File: src/assert_macros.svh
// Assertion macros shared by the hall key note gate RTL.
`ifndef ASSERT_MACROS_SVH
`define ASSERT_MACROS_SVH

// Check cons in the same cycle as ante.
`define HK_ASSERT(lbl, ante, cons) \
  lbl: assert property (@(posedge clk_i) disable iff (!rst_ni) (ante) |-> (cons)) \
    else $error("hall key note gate assertion failed");

// Check cons in the cycle after ante.
`define HK_ASSERT_NXT(lbl, ante, cons) \
  lbl: assert property (@(posedge clk_i) disable iff (!rst_ni) (ante) |=> (cons)) \
    else $error("hall key note gate assertion failed");

`endif

File: src/hkng_pkg.sv
// Types and constants of the hall key note gate.
package hkng_pkg;

  localparam int unsigned KEY_EXT_W   = 9;
  localparam int unsigned VEL_MAX     = 127;
  localparam int unsigned VEL_STEP    = 126;
  localparam int unsigned INTEN_FULL  = 1024;
  localparam int unsigned INTEN_SHIFT = $clog2(INTEN_FULL);
  localparam int unsigned TBL_SHIFT   = 8;

  localparam logic OP_SAMPLE = 1'b0;
  localparam logic OP_RESCAN = 1'b1;

  localparam logic [1:0] DIR_NEUTRAL = 2'd0;
  localparam logic [1:0] DIR_PULL    = 2'd1;
  localparam logic [1:0] DIR_PUSH    = 2'd2;

  localparam logic EV_NOTE_ON  = 1'b0;
  localparam logic EV_NOTE_OFF = 1'b1;

  localparam logic [1:0] REG_PRESS_LEVEL    = 2'd0;
  localparam logic [1:0] REG_RELEASE_LEVEL  = 2'd1;
  localparam logic [1:0] REG_TABLE_VELOCITY = 2'd2;

  localparam logic [15:0] PRESS_LEVEL_RST    = 16'd2000;
  localparam logic [15:0] RELEASE_LEVEL_RST  = 16'd2200;
  localparam logic [6:0]  TABLE_VELOCITY_RST = 7'd100;

  typedef struct packed {
    logic        operation;
    logic [4:0]  key_index;
    logic [15:0] reading;
    logic        frame_end;
    logic [6:0]  note;
    logic        note_present;
    logic [1:0]  bellows_dir;
    logic        table_mode;
    logic [10:0] intensity;
    logic [9:0]  sens_scale;
  } item_t;

endpackage

File: src/hall_key_note_gate.sv
// Top level of the hall key note gate: key samples in, note on/off words out.
//
// Input channel: one word per key sample or per-key rescan, taken when
// in_valid_i is high and in_stall_o is low. Output channel: at most one note
// word per input word, taken when out_valid_o is high and out_stall_i is low.
// Configuration: cfg_we_i writes cfg_wdata_i to the register at cfg_idx_i
// (0 press level, 1 release level, 2 table velocity); write only while idle.
// A result passes the input register at acceptance, then the result register.
// Throughput: one word per cycle while the receiver does not stall, set by
// the update of the per-key minimum and pitch memories, which are read at
// acceptance and written back with forwarding.
// Reset clears pressed and sounding flags, the seeded flag and the output
// valid, and loads the register defaults. The first frame seeds every key
// minimum. While the receiver stalls, the result register holds and the
// input register can still take one more word before in_stall_o rises.
module hall_key_note_gate
  import hkng_pkg::*;
#(
  parameter int unsigned NUM_KEYS = 32
) (
  input  logic        clk_i,
  input  logic        rst_ni,
  input  logic        cfg_we_i,
  input  logic [1:0]  cfg_idx_i,
  input  logic [15:0] cfg_wdata_i,
  input  logic        in_valid_i,
  output logic        in_stall_o,
  input  logic        operation_i,
  input  logic [4:0]  key_index_i,
  input  logic [15:0] reading_i,
  input  logic        frame_end_i,
  input  logic [6:0]  note_i,
  input  logic        note_present_i,
  input  logic [1:0]  bellows_dir_i,
  input  logic        table_mode_i,
  input  logic [10:0] intensity_i,
  input  logic [9:0]  sens_scale_i,
  output logic        out_valid_o,
  input  logic        out_stall_i,
  output logic        event_kind_o,
  output logic [4:0]  event_key_o,
  output logic [6:0]  event_note_o,
  output logic [6:0]  velocity_o
);

  localparam int unsigned KEY_W = (NUM_KEYS > 1) ? $clog2(NUM_KEYS) : 1;

  logic [15:0] press_level_q, release_level_q;
  logic [6:0]  table_vel_q;

  logic        s1_valid_q, s1_valid_d;
  item_t       s1_q;
  logic        s1_adv, in_acc;

  logic [15:0] min_mem [NUM_KEYS];
  logic [6:0]  pitch_mem [NUM_KEYS];
  logic [15:0] min_rd_q, fwd_min_q;
  logic [6:0]  pitch_rd_q, fwd_pitch_q;
  logic        fwd_min_hit_q, fwd_pitch_hit_q;

  logic                seeded_q;
  logic [NUM_KEYS-1:0] key_down_q, sounding_q;

  logic        out_valid_q, out_valid_d;
  logic        out_kind_q;
  logic [4:0]  out_key_q;
  logic [6:0]  out_note_q, out_vel_q;

  logic [KEY_EXT_W-1:0] in_key_ext, s1_key_ext;
  logic [KEY_W-1:0]     in_idx, s1_idx;
  logic                 in_range;
  logic [15:0]          min_rd, new_min;
  logic [6:0]           pitch_rd;
  logic                 min_upd, min_we, pitch_we;
  logic                 kd, sv, dir_ok, on_ok;
  logic                 kd_we, kd_val, sv_we, sv_val;
  logic                 emit, emit_kind;
  logic [6:0]           emit_note, emit_vel, on_vel;
  logic [16:0]          tbl_prod;
  logic [8:0]           tbl_vel;
  logic [10:0]          inten_c;
  logic [17:0]          int_prod;

  // Configuration registers.
  always_ff @(posedge clk_i or negedge rst_ni) begin
    if (!rst_ni) begin
      press_level_q   <= PRESS_LEVEL_RST;
      release_level_q <= RELEASE_LEVEL_RST;
      table_vel_q     <= TABLE_VELOCITY_RST;
    end else if (cfg_we_i) begin
      unique case (cfg_idx_i)
        REG_PRESS_LEVEL:    press_level_q   <= cfg_wdata_i;
        REG_RELEASE_LEVEL:  release_level_q <= cfg_wdata_i;
        REG_TABLE_VELOCITY: table_vel_q     <= cfg_wdata_i[6:0];
        default: ;
      endcase
    end
  end

  // Handshake.
  assign s1_adv     = s1_valid_q && (!out_valid_q || !out_stall_i);
  assign in_stall_o = s1_valid_q && !s1_adv;
  assign in_acc     = in_valid_i && !in_stall_o;

  always_comb begin
    s1_valid_d = s1_valid_q;
    if (in_acc) begin
      s1_valid_d = 1'b1;
    end else if (s1_adv) begin
      s1_valid_d = 1'b0;
    end
  end

  always_ff @(posedge clk_i or negedge rst_ni) begin
    if (!rst_ni) begin
      s1_valid_q <= 1'b0;
    end else begin
      s1_valid_q <= s1_valid_d;
    end
  end

  always_ff @(posedge clk_i) begin
    if (in_acc) begin
      s1_q <= '{operation: operation_i, key_index: key_index_i, reading: reading_i,
                frame_end: frame_end_i, note: note_i, note_present: note_present_i,
                bellows_dir: bellows_dir_i, table_mode: table_mode_i,
                intensity: intensity_i, sens_scale: sens_scale_i};
    end
  end

  assign in_key_ext = KEY_EXT_W'(key_index_i);
  assign s1_key_ext = KEY_EXT_W'(s1_q.key_index);
  assign in_idx     = in_key_ext[KEY_W-1:0];
  assign s1_idx     = s1_key_ext[KEY_W-1:0];
  assign in_range   = s1_key_ext < KEY_EXT_W'(NUM_KEYS);

  // Per-key memories: read at acceptance, write from the working stage.
  always_ff @(posedge clk_i) begin
    if (min_we) begin
      min_mem[s1_idx] <= new_min;
    end
    if (in_acc) begin
      min_rd_q <= min_mem[in_idx];
    end
  end

  always_ff @(posedge clk_i) begin
    if (pitch_we) begin
      pitch_mem[s1_idx] <= s1_q.note;
    end
    if (in_acc) begin
      pitch_rd_q <= pitch_mem[in_idx];
    end
  end

  // Forward a write that lands on the edge of the read.
  always_ff @(posedge clk_i or negedge rst_ni) begin
    if (!rst_ni) begin
      fwd_min_hit_q   <= 1'b0;
      fwd_pitch_hit_q <= 1'b0;
    end else if (in_acc) begin
      fwd_min_hit_q   <= min_we && (s1_q.key_index == key_index_i);
      fwd_pitch_hit_q <= pitch_we && (s1_q.key_index == key_index_i);
    end
  end

  always_ff @(posedge clk_i) begin
    if (in_acc) begin
      fwd_min_q   <= new_min;
      fwd_pitch_q <= s1_q.note;
    end
  end

  assign min_rd   = fwd_min_hit_q ? fwd_min_q : min_rd_q;
  assign pitch_rd = fwd_pitch_hit_q ? fwd_pitch_q : pitch_rd_q;

  // Velocity.
  always_comb begin
    tbl_prod = 17'(table_vel_q) * 17'(s1_q.sens_scale);
    tbl_vel  = 9'(tbl_prod >> TBL_SHIFT);
    inten_c  = (s1_q.intensity > 11'(INTEN_FULL)) ? 11'(INTEN_FULL) : s1_q.intensity;
    int_prod = 18'(inten_c) * 18'(VEL_STEP);
    if (s1_q.table_mode) begin
      on_vel = (tbl_vel > 9'(VEL_MAX)) ? 7'(VEL_MAX) : tbl_vel[6:0];
    end else begin
      on_vel = 7'(int_prod >> INTEN_SHIFT) + 7'd1;
    end
  end

  // Key update.
  always_comb begin
    kd      = key_down_q[s1_idx];
    sv      = sounding_q[s1_idx];
    dir_ok  = (s1_q.bellows_dir == DIR_PULL) || (s1_q.bellows_dir == DIR_PUSH);
    on_ok   = !sv && dir_ok && s1_q.note_present;
    min_upd = !seeded_q || (s1_q.reading < min_rd);
    new_min = min_upd ? s1_q.reading : min_rd;

    min_we    = 1'b0;
    pitch_we  = 1'b0;
    kd_we     = 1'b0;
    kd_val    = 1'b0;
    sv_we     = 1'b0;
    sv_val    = 1'b0;
    emit      = 1'b0;
    emit_kind = EV_NOTE_ON;
    emit_note = s1_q.note;
    emit_vel  = on_vel;

    if (in_range) begin
      if (s1_q.operation == OP_RESCAN) begin
        if (!dir_ok) begin
          if (sv) begin
            emit      = 1'b1;
            emit_kind = EV_NOTE_OFF;
            sv_we     = 1'b1;
          end
        end else if (kd && on_ok) begin
          emit     = 1'b1;
          sv_we    = 1'b1;
          sv_val   = 1'b1;
          pitch_we = 1'b1;
        end
      end else begin
        min_we = min_upd;
        if (new_min != 16'd0) begin
          if (!kd && (s1_q.reading <= press_level_q)) begin
            kd_we  = 1'b1;
            kd_val = 1'b1;
            if (on_ok) begin
              emit     = 1'b1;
              sv_we    = 1'b1;
              sv_val   = 1'b1;
              pitch_we = 1'b1;
            end
          end else if (kd && (s1_q.reading >= release_level_q)) begin
            kd_we = 1'b1;
            if (sv) begin
              emit      = 1'b1;
              emit_kind = EV_NOTE_OFF;
              sv_we     = 1'b1;
            end
          end
        end
      end
    end

    if (emit_kind == EV_NOTE_OFF) begin
      emit_note = pitch_rd;
      emit_vel  = 7'd0;
    end

    min_we   = min_we && s1_adv;
    pitch_we = pitch_we && s1_adv;
    kd_we    = kd_we && s1_adv;
    sv_we    = sv_we && s1_adv;
  end

  always_ff @(posedge clk_i or negedge rst_ni) begin
    if (!rst_ni) begin
      seeded_q   <= 1'b0;
      key_down_q <= '0;
      sounding_q <= '0;
    end else begin
      if (s1_adv && (s1_q.operation == OP_SAMPLE) && s1_q.frame_end) begin
        seeded_q <= 1'b1;
      end
      if (kd_we) begin
        key_down_q[s1_idx] <= kd_val;
      end
      if (sv_we) begin
        sounding_q[s1_idx] <= sv_val;
      end
    end
  end

  // Result register.
  always_comb begin
    out_valid_d = out_valid_q;
    if (s1_adv) begin
      out_valid_d = emit;
    end else if (!out_stall_i) begin
      out_valid_d = 1'b0;
    end
  end

  always_ff @(posedge clk_i or negedge rst_ni) begin
    if (!rst_ni) begin
      out_valid_q <= 1'b0;
    end else begin
      out_valid_q <= out_valid_d;
    end
  end

  always_ff @(posedge clk_i) begin
    if (s1_adv && emit) begin
      out_kind_q <= emit_kind;
      out_key_q  <= s1_q.key_index;
      out_note_q <= emit_note;
      out_vel_q  <= emit_vel;
    end
  end

  assign out_valid_o  = out_valid_q;
  assign event_kind_o = out_kind_q;
  assign event_key_o  = out_key_q;
  assign event_note_o = out_note_q;
  assign velocity_o   = out_vel_q;

`include "assert_macros.svh"

  `HK_ASSERT(a_off_no_vel, out_valid_o && (event_kind_o == EV_NOTE_OFF), velocity_o == 7'd0)
  `HK_ASSERT_NXT(a_on_sets_sounding, s1_adv && emit && (emit_kind == EV_NOTE_ON),
                 sounding_q[$past(s1_idx)])
  `HK_ASSERT_NXT(a_fwd_min_hit, in_acc && min_we && (s1_q.key_index == key_index_i),
                 fwd_min_hit_q)
  `HK_ASSERT(a_out_from_adv, $rose(out_valid_q), $past(s1_adv))

endmodule
File: config.mk
export PLATFORM = sky130hd
export DESIGN_NAME = hall_key_note_gate
export DESIGN_NICKNAME = d
export VERILOG_FILES = /design/src/hkng_pkg.sv /design/src/hall_key_note_gate.sv
export VERILOG_INCLUDE_DIRS = /design/src /design/src/src
export SDC_FILE = /design/constraint.sdc
export NUM_CORES = 1
export LEC_CHECK = 0
export ABC_CLOCK_PERIOD_IN_PS = 16600
export BUFFER_PORTS_ARGS = -buffer_cell sky130_fd_sc_hd__buf_2
export CAP_MARGIN = 30
export CORE_ASPECT_RATIO = 0.8
export CORE_UTILIZATION = 67
export CTS_CLUSTER_DIAMETER = 120
export DETAILED_ROUTE_END_ITERATION = 8
export PLACE_DENSITY = 0.85
export SYNTH_ARGS = -nofsm -noshare
export SYNTH_HDL_FRONTEND = slang
export SYNTH_SLANG_ARGS = --single-unit
File: constraint.sdc
create_clock -name clk_i -period 16.6 [get_ports clk_i]
set_input_delay 0 -clock clk_i [delete_from_list [all_inputs] [get_ports clk_i]]
set_output_delay 0 -clock clk_i [all_outputs]
set_load 0.005 [all_outputs]
==> results of run 1 <==
sequential cells by signal, indices dropped and copies added, names as in the netlist:
name             flops
min_mem            512
pitch_mem          224
s1_q                50
key_down_q          32
sounding_q          32
fwd_min_q           16
min_rd_q            16
press_level_q       16
release_level_q     16
event_note_o         7
fwd_pitch_q          7
pitch_rd_q           7
table_vel_q          7
velocity_o           7
event_key_o          5
s1_idx               5
event_kind_o         1
fwd_min_hit_q        1
fwd_pitch_hit_q      1
out_valid_o          1
s1_valid_q           1
seeded_q             1
stage by stage:
step | power, mW | area [um2] | setup slack (ns) | hold slack (ns)
2_1_floorplan | 3.65 | 42500 | 11.42 | -0.296
3_3_place_gp | 3.90 | 44100 | 11.14 | -0.0473
4_1_cts | 6.08 | 48400 | 10.91 | 0.00326
6_report | 6.10 | 48600 | 10.89 | 0.0159
5_1_grt | 6.30 | 48600 | 10.58 | 0.0176
3_5_place_dp | 3.99 | 44500 | 10.96 | -0.0383
metal layers:
metal  global-route usage  vias to the layer above  share of wire
met5                    0                        -        0.00039
met4                0.117                        8          0.034
met3               0.0828                      307           0.12
met2                0.540                     1771           0.48
met1                0.487                    12500           0.37
li1                     -                     9786              -
power breakdown:
part	switching, mW	total [mW]	internal, mW
combinational	0.668	1.14	0.476
sequential	0.0536	2.86	2.80
clock	0.922	2.10	1.17
cells in the final DEF (no fill, tap or decap), types with 17 or more instances in the layout:
cell           netlist  final
clkbuf_1            67     17
buf_4                6     52
clkbuf_16            0     95
mux2_2             112    112
nor2_2               0     28
buf_2               19     96
edfxtp_1           857    857
nor2_1             106     78
mux2i_1             39     39
ha_1               106    106
buf_8                0     20
inv_1              114    113
a21oi_1             24     23
xnor2_1             22     22
mux4_2             234    234
dlygate4sd3_1        0     98
nand2_1            114    113
clkinv_1             0     22
o21ai_0             51     35
nand3_1             28     28
dfrtp_1             95     95
fa_1                62     62
and2_1              62     62
Yosys cell counts, drive strengths merged, types with 6 or more instances:
cell    number
o311a        9
mux2i       39
mux4       234
a211oi       8
and2        62
buf         51
edfxtp     857
a41o         6
o22ai        8
nor2       106
nand2      114
ha         106
nor3        16
xor2        10
mux2       115
nand3       28
inv        114
o21ai       51
fa          62
o21a         6
dfstp       13
nor4         9
clkbuf      67
a31o         6
o21bai      15
a22oi        9
nor2b        9
dfrtp       95
xnor2       22
a21oi       25
a21o        16
nand4       14
or3         11
kinds of logic after synthesis:
family,count (synthesis),share of synthesized area
xor gates and xnor gates,32,0.00660
muxes,388,0.164
adders and majority gates,168,0.0605
AOI/OAI and AO/OA,184,0.0301
buffers and inverters,232,0.0221
DFF,965,0.670
and+or+nand+nor,406,0.0469
layout make-up:
cell class	instances	area [um2]	area share
sequential	965	28500	0.586
multi-input combinational	1178	13200	0.272
clock buffer	115	2480	0.0511
timing repair buffer	278	2460	0.0506
tap	840	1050	0.0216
clock inverter	51	479	0.00986
inverter	114	430	0.00886
worst min-delay path by stage:
stage / endpoint / slack [ns] / cells past startpoint
6_report: release_level_q[7] / 0.02 / 2
4_1_cts: table_vel_q[1] / 0.003 / 3
3_5_place_dp: release_level_q[5] / -0.04 / 1
2_1_floorplan: fwd_min_hit_q / -0.30 / 0
5_1_grt: press_level_q[4] / 0.02 / 2
3_3_place_gp: release_level_q[2] / -0.05 / 1
==> summary.md, run 1 <==
| Metric | Value |
|---|---|
| Status | finished clean |
| Vias | 24.4k |
| IO Port Bufs | 99 |
| Bufs and invs on worst path | 4 |
| Post-synth EDFFs | 857 |
| Leak | 17.4 nW |
| Yosys warning total | 0 |
| Inst Count DP | 3271 |
| Slew HR | 0.261 |
| Largest net degree at the start of global routing | 93 |
| Final Cycle Share | 0.344 |
| Peak VDD IR | 0.0893 mV |
| Post-route ant nets | 0 |
| Mapped cell area | 0.0425 mm2 |
| Reg2reg path depth | 19 |
| GRT overflow | 0 |
| Synthesis-stage register bit count | 965 |
| Worst-path clk slew | 0.06 ns |
| Fin util | 0.775 |
| Antenna Cells | 0 |
| Non-filler cells, final | 3541 |
| Vias in the first global route | 24.9k |
| Post-synth top area share | 0.606 |
| Arr. time, crit path | 6.06 ns |
| Setup CP Type | flop to flop |
| Worst Setup SP | table_vel_q[1] |
| Setup violations, final | 0 |
| Worst-path cell chain | and2_1, fa_1, inv_1, fa_1, inv_1, fa_1, inv_1, fa_1, inv_1, ha_1, a21o_1, a21oi_1, a2bb2oi_1, a31oi_1, a41o_1, or4_1, a21o_1, o22ai_1, nor2_1 |
| FF-to-FF End | velocity_o[3] |
| Crit path max-delay cell type | fa_1 |
| Top post-synthesis cells by area | edfxtp_1 (61%), mux4_2 (12%), dfrtp_1 (5.6%) |
| Postcts setup bufs | 0 |
| Final Hold Fails | 0 |
| Bufs on Longest Clock Path | 3 |
| H-tree Lvls | 3 |
| Antenna violations before repair | 6 |
| Starting density of the core | 0.677 |
| Site Rows | 82 |
| Syn-to-layout area delta | 14.4% |
| Gpl congestion | 0.890 |
| Pwr per Cell Area | 125 mW/mm2 |
| Top Ports | 100 |
| Max stage delay on crit path | 0.55 ns |
| Synth unique cells | 69 |
| Reg2reg setup slack | 10.89 ns |
| First-pass DRT Iterations | 7 |
| Critical Path RT | 16.96 ns |
| Die width | 283 um |
| Syn_nets | 2621 |
| Sequential share of the synthesized area | 0.670 |
| CTS sink count | 965 |
| Measured slew at the worst slew-check pin | 1.10 ns |
| Setup TNS | 0 ns |
| CP endpoint | velocity_o[3] |
| Gr usage total | 0.345 |
| Ys async rst share | 0.112 |
| CTS tree | built |
| Core ar. | 0.0627 mm2 |
| DRT Wirelength | 109 mm |
| Top cell type by total area after synthesis | edfxtp_1 |
| Final nets | 2873 |
| CTS Hold Bufs | 98 |
| Max Slew Vio Count | 0 |
| CTS root buf | clkbuf_16 |
| Post-synthesis average cell area | 17.9 um2 |
| Main synth FF type | edfxtp_1 |
| Post-DP HPWL | 62.6 mm |
| # fillers | 3146 |
| Synth Instances | 2375 |
| Final min period | 5.71 ns |
| Stages on the worst setup path | 19 |
| First-pass GRT wire length | 160 mm |
| Die Y | 227 um |
| TritonCTS Buffers | 90 |
| Via/cell ratio | 6.88 |
| Fmax | 175 MHz |
| Hold Crit Class | primary input to asynchronous set/reset pin |
| Crit. End Element | flop |
| Delay-heaviest family, CP | adder cells |
| Drt drc | 0 |
| Proportion of layout cells with a drive suffix above 1 | 0.271 |
| Routed length per instance | 30.6 um |
| Post-CTS resize count | 0 |
| Worst-case clock skew | 0.0262 ns |
| Critical path launch point type | flop |
| Full die area | 0.0644 mm2 |
| Clock Latency Late Sink | 0.66 ns |
| Crit-path max FO | 11 |
| RSZ-0062 raised after global routing | no |
| DR iter-0 viols | 3561 |
| MaxCap Viol Count | 0 |
| R2r startpoint | table_vel_q[1] |
No activity file was read; power rests on OpenSTA's default activity.
==> run 2, diff against run 1 <==
Settings changed: ABC_CLOCK_PERIOD_IN_PS 16600 to 5900, CORE_UTILIZATION 67 to 63, PLACE_DENSITY 0.85 to 0.8.
Clock period 16.6 ns to 5.9 ns, I/O delays scaled along.
==> run 2 against run 1 <==
Compared with the run above:
- combinational power increased to 2.8 times the previous value
- maximum frequency increased by 2.0%
- largest cell class unchanged
- highest routed layer is now met4
- total power increased to 2.8 times the previous value
- clock skew increased by 0.011 ns
==> summary.md, run 2 (same netlist as run 1, synthesis figures left out) <==
| Metric | Value |
|---|---|
| Most common cell after layout, fill and taps aside | edfxtp_1 (unchanged) |
| Worst-case clock skew | 0.0375 ns (was 0.0262 ns) |
| Tot Pwr | 17.1 mW (was 6.10 mW) |
| Vias in the first global route | 24.8k (was 24.9k) |
| Reg with most FFs | min_mem (unchanged) |
| DR iter-0 viols | 2912 (was 3561) |
| Most frequent CP cell | inv_1 |
| Setup CP Type | flop to flop (unchanged) |
| Via/cell ratio | 6.65 (was 6.88) |
| Syn-to-layout area delta | 14.5% (was 14.4%) |
| Post-Place Worst Slack | 0.402 ns (was 10.96 ns) |
| Gr usage total | 0.313 (was 0.345) |
| Status | finished clean (unchanged) |
| Setup violations, final | 0 (unchanged) |
| Setup WS post-layout | 0.307 ns (was 10.89 ns) |
| First-pass DRT Iterations | 6 (was 7) |
| Top Registers | min_mem: 512 flops, pitch_mem: 224 flops, s1_q: 50 flops (unchanged) |
| Starting density of the core | 0.641 (was 0.677) |
| Antenna violations before repair | 6 (unchanged) |
| Drt drc | 0 (unchanged) |
| Inst Count DP | 3297 (was 3271) |
| Routed length per instance | 29.1 um (was 30.6 um) |
| Measured slew at the worst slew-check pin | 1.04 ns (was 1.10 ns) |
| Final min period | 5.59 ns (was 5.71 ns) |
| Clock Latency Late Sink | 0.67 ns (was 0.66 ns) |
| Critical path launch point type | flop (unchanged) |
| Crit path max-delay cell type | fa_1 (unchanged) |
| Critical Path RT | 6.26 ns (was 16.96 ns) |
| RSZ-0062 raised after global routing | no (unchanged) |
| Crit-path max FO | 8 (was 11) |
| Final Cycle Share | 0.948 (was 0.344) |
| Most frequent cells in the layout | edfxtp_1 (857), mux4_2 (234), inv_1 (113), nand2_1 (113), mux2_2 (112) (unchanged) |
| Largest net degree at the start of global routing | 89 (was 93) |
| Vias | 23.8k (was 24.4k) |
| Core ar. | 0.0662 mm2 (was 0.0627 mm2) |
| Pwr per Cell Area | 351 mW/mm2 (was 125 mW/mm2) |
| Arr. time, crit path | 5.96 ns (was 6.06 ns) |
| CTS root buf | clkbuf_16 (unchanged) |
| IO Port Bufs | 99 (unchanged) |
| GRT overflow | 0 (unchanged) |
| Setup TNS | 0 ns (unchanged) |
| Non-filler cells, final | 3582 (was 3541) |
| Peak VDD IR | 0.267 mV (was 0.0893 mV) |
| H-tree Lvls | 3 (unchanged) |
| Fmax | 179 MHz (was 175 MHz) |
| Hold Crit Class | primary input to flop (was primary input to asynchronous set/reset pin) |
| Delay-heaviest family, CP | adder cells (unchanged) |
| Post-DP HPWL | 61.3 mm (was 62.6 mm) |
| Bufs on Longest Clock Path | 3 (unchanged) |
| Final Hold Fails | 0 (unchanged) |
| Max stage delay on crit path | 0.52 ns (was 0.55 ns) |
| Post-route ant nets | 0 (unchanged) |
| Worst-path clk slew | 0.07 ns (was 0.06 ns) |
| TritonCTS Buffers | 90 (unchanged) |
| Slew HR | 0.308 (was 0.261) |
| Final nets | 2889 (was 2873) |
| Proportion of layout cells with a drive suffix above 1 | 0.274 (was 0.271) |
| DRT Wirelength | 104 mm (was 109 mm) |
| Site Rows | 84 (was 82) |
| Bufs and invs on worst path | 4 (unchanged) |
| Max Slew Vio Count | 0 (unchanged) |
| Die width | 292 um (was 283 um) |
| Worst-path cell chain | inv_1, nand2_1, inv_1, fa_1, fa_1, inv_1, fa_1, inv_1, ha_1, a21oi_1, o21ai_0, or2_2, nor2_1, xnor2_1, ha_1, and3_1, or3b_2, xnor2_1, xnor2_1, a211oi_1 (was and2_1, fa_1, inv_1, fa_1, inv_1, fa_1, inv_1, fa_1, inv_1, ha_1, a21o_1, a21oi_1, a2bb2oi_1, a31oi_1, a41o_1, or4_1, a21o_1, o22ai_1, nor2_1) |
| MaxCap Viol Count | 0 (unchanged) |
| Hold WS | 0.0255 ns (was 0.0159 ns) |
| Crit. End Element | flop (unchanged) |
| CTS sink count | 965 (unchanged) |
| CTS tree | built (unchanged) |
| Die Y | 234 um (was 227 um) |
| Leak | 17.4 nW (about the same) |
| First-pass GRT wire length | 155 mm (was 160 mm) |
| Top Ports | 100 (unchanged) |
| Full die area | 0.0685 mm2 (was 0.0644 mm2) |
| Gpl congestion | 0.888 (was 0.890) |
| Largest register FFs | 512 (unchanged) |
[run 2: cell types whose count changed in the layout (fill, tap and decap cells not counted), sizes merged]
cell / change
clkinv: +2
clkbuf: +2
inv: -4
buf: +9
dlygate4sd3: +7
diode: +3
bufinv: +1
clkinvlp: +1
[run 2: layout make-up]
type | count | area [um2]
clock buffers | 117 | 2420
inverters | 114 | 430
diodes | 3 | 7.51
clock inverters | 51 | 510
flip-flops and latches | 965 | 28500
multi-input cells | 1178 | 13200
fillers | 3805 | 17600
repair buffers | 294 | 2480
well taps | 860 | 1080
[run 2: path summary, 6_finish.rpt]
kind	slack, ns	cells after the start	endpoint	startpoint
setup / recovery	0.31	20	velocity_o[6]	s1_q[20]
hold / removal	0.03	1	s1_idx[4]	key_index_i[4]
setup reg to reg	0.31	20	velocity_o[6]	s1_q[20]
hold reg to reg	0.48	1	seeded_q	s1_q[32]
max in group asynchronous	4.40	4	sounding_q[6]	rst_ni
min in group asynchronous	0.55	3	release_level_q[11]	rst_ni
[run 2: what timing repair did]
item                                   CTS  global route
setup endpoints to repair                0             1
setup buffers                            0             4
endpoints found under the hold margin  136             0
hold buffers                           106             0
resized for setup                        0             2
[run 2: layer usage]
| layer | GRT usage | up-vias | share of wire |
|---|---|---|---|
| met5 | 0 | - | 0 |
| met1 | 0.450 | 12300 | 0.39 |
| met2 | 0.493 | 1463 | 0.47 |
| li1 | - | 9811 | - |
| met3 | 0.0641 | 254 | 0.10 |
| met4 | 0.0969 | 0 | 0.029 |
[run 2: worst reg2reg max path, stage by stage (launching register included)]
cell      delay [ns]
edfxtp_1        0.49
inv_1           0.28
nand2_1         0.16
inv_1           0.14
fa_1            0.48
fa_1            0.50
inv_1           0.06
fa_1            0.52
inv_1           0.06
ha_1            0.31
a21oi_1         0.20
o21ai_0         0.20
or2_2           0.36
nor2_1          0.12
xnor2_1         0.13
ha_1            0.20
and3_1          0.19
or3b_2          0.47
xnor2_1         0.21
xnor2_1         0.14
a211oi_1        0.08
[run 2: power breakdown]
part           total [mW]  leakage [nW]  internal (mW)  switching (mW)
combinational        3.22          6.82           1.34            1.88
clock                5.82          1.42           3.27            2.55
sequential           8.02          9.20           7.89           0.134
total                17.1          17.4           12.5            4.56
[run 2: per-stage QoR]
step           instance area (um2)  utilization
2_1_floorplan                42500            -
4_1_cts                      48500        0.732
3_5_place_dp                 44500        0.672
3_3_place_gp                 44200        0.668
6_report                     48600        0.734
5_1_grt                      48600        0.734
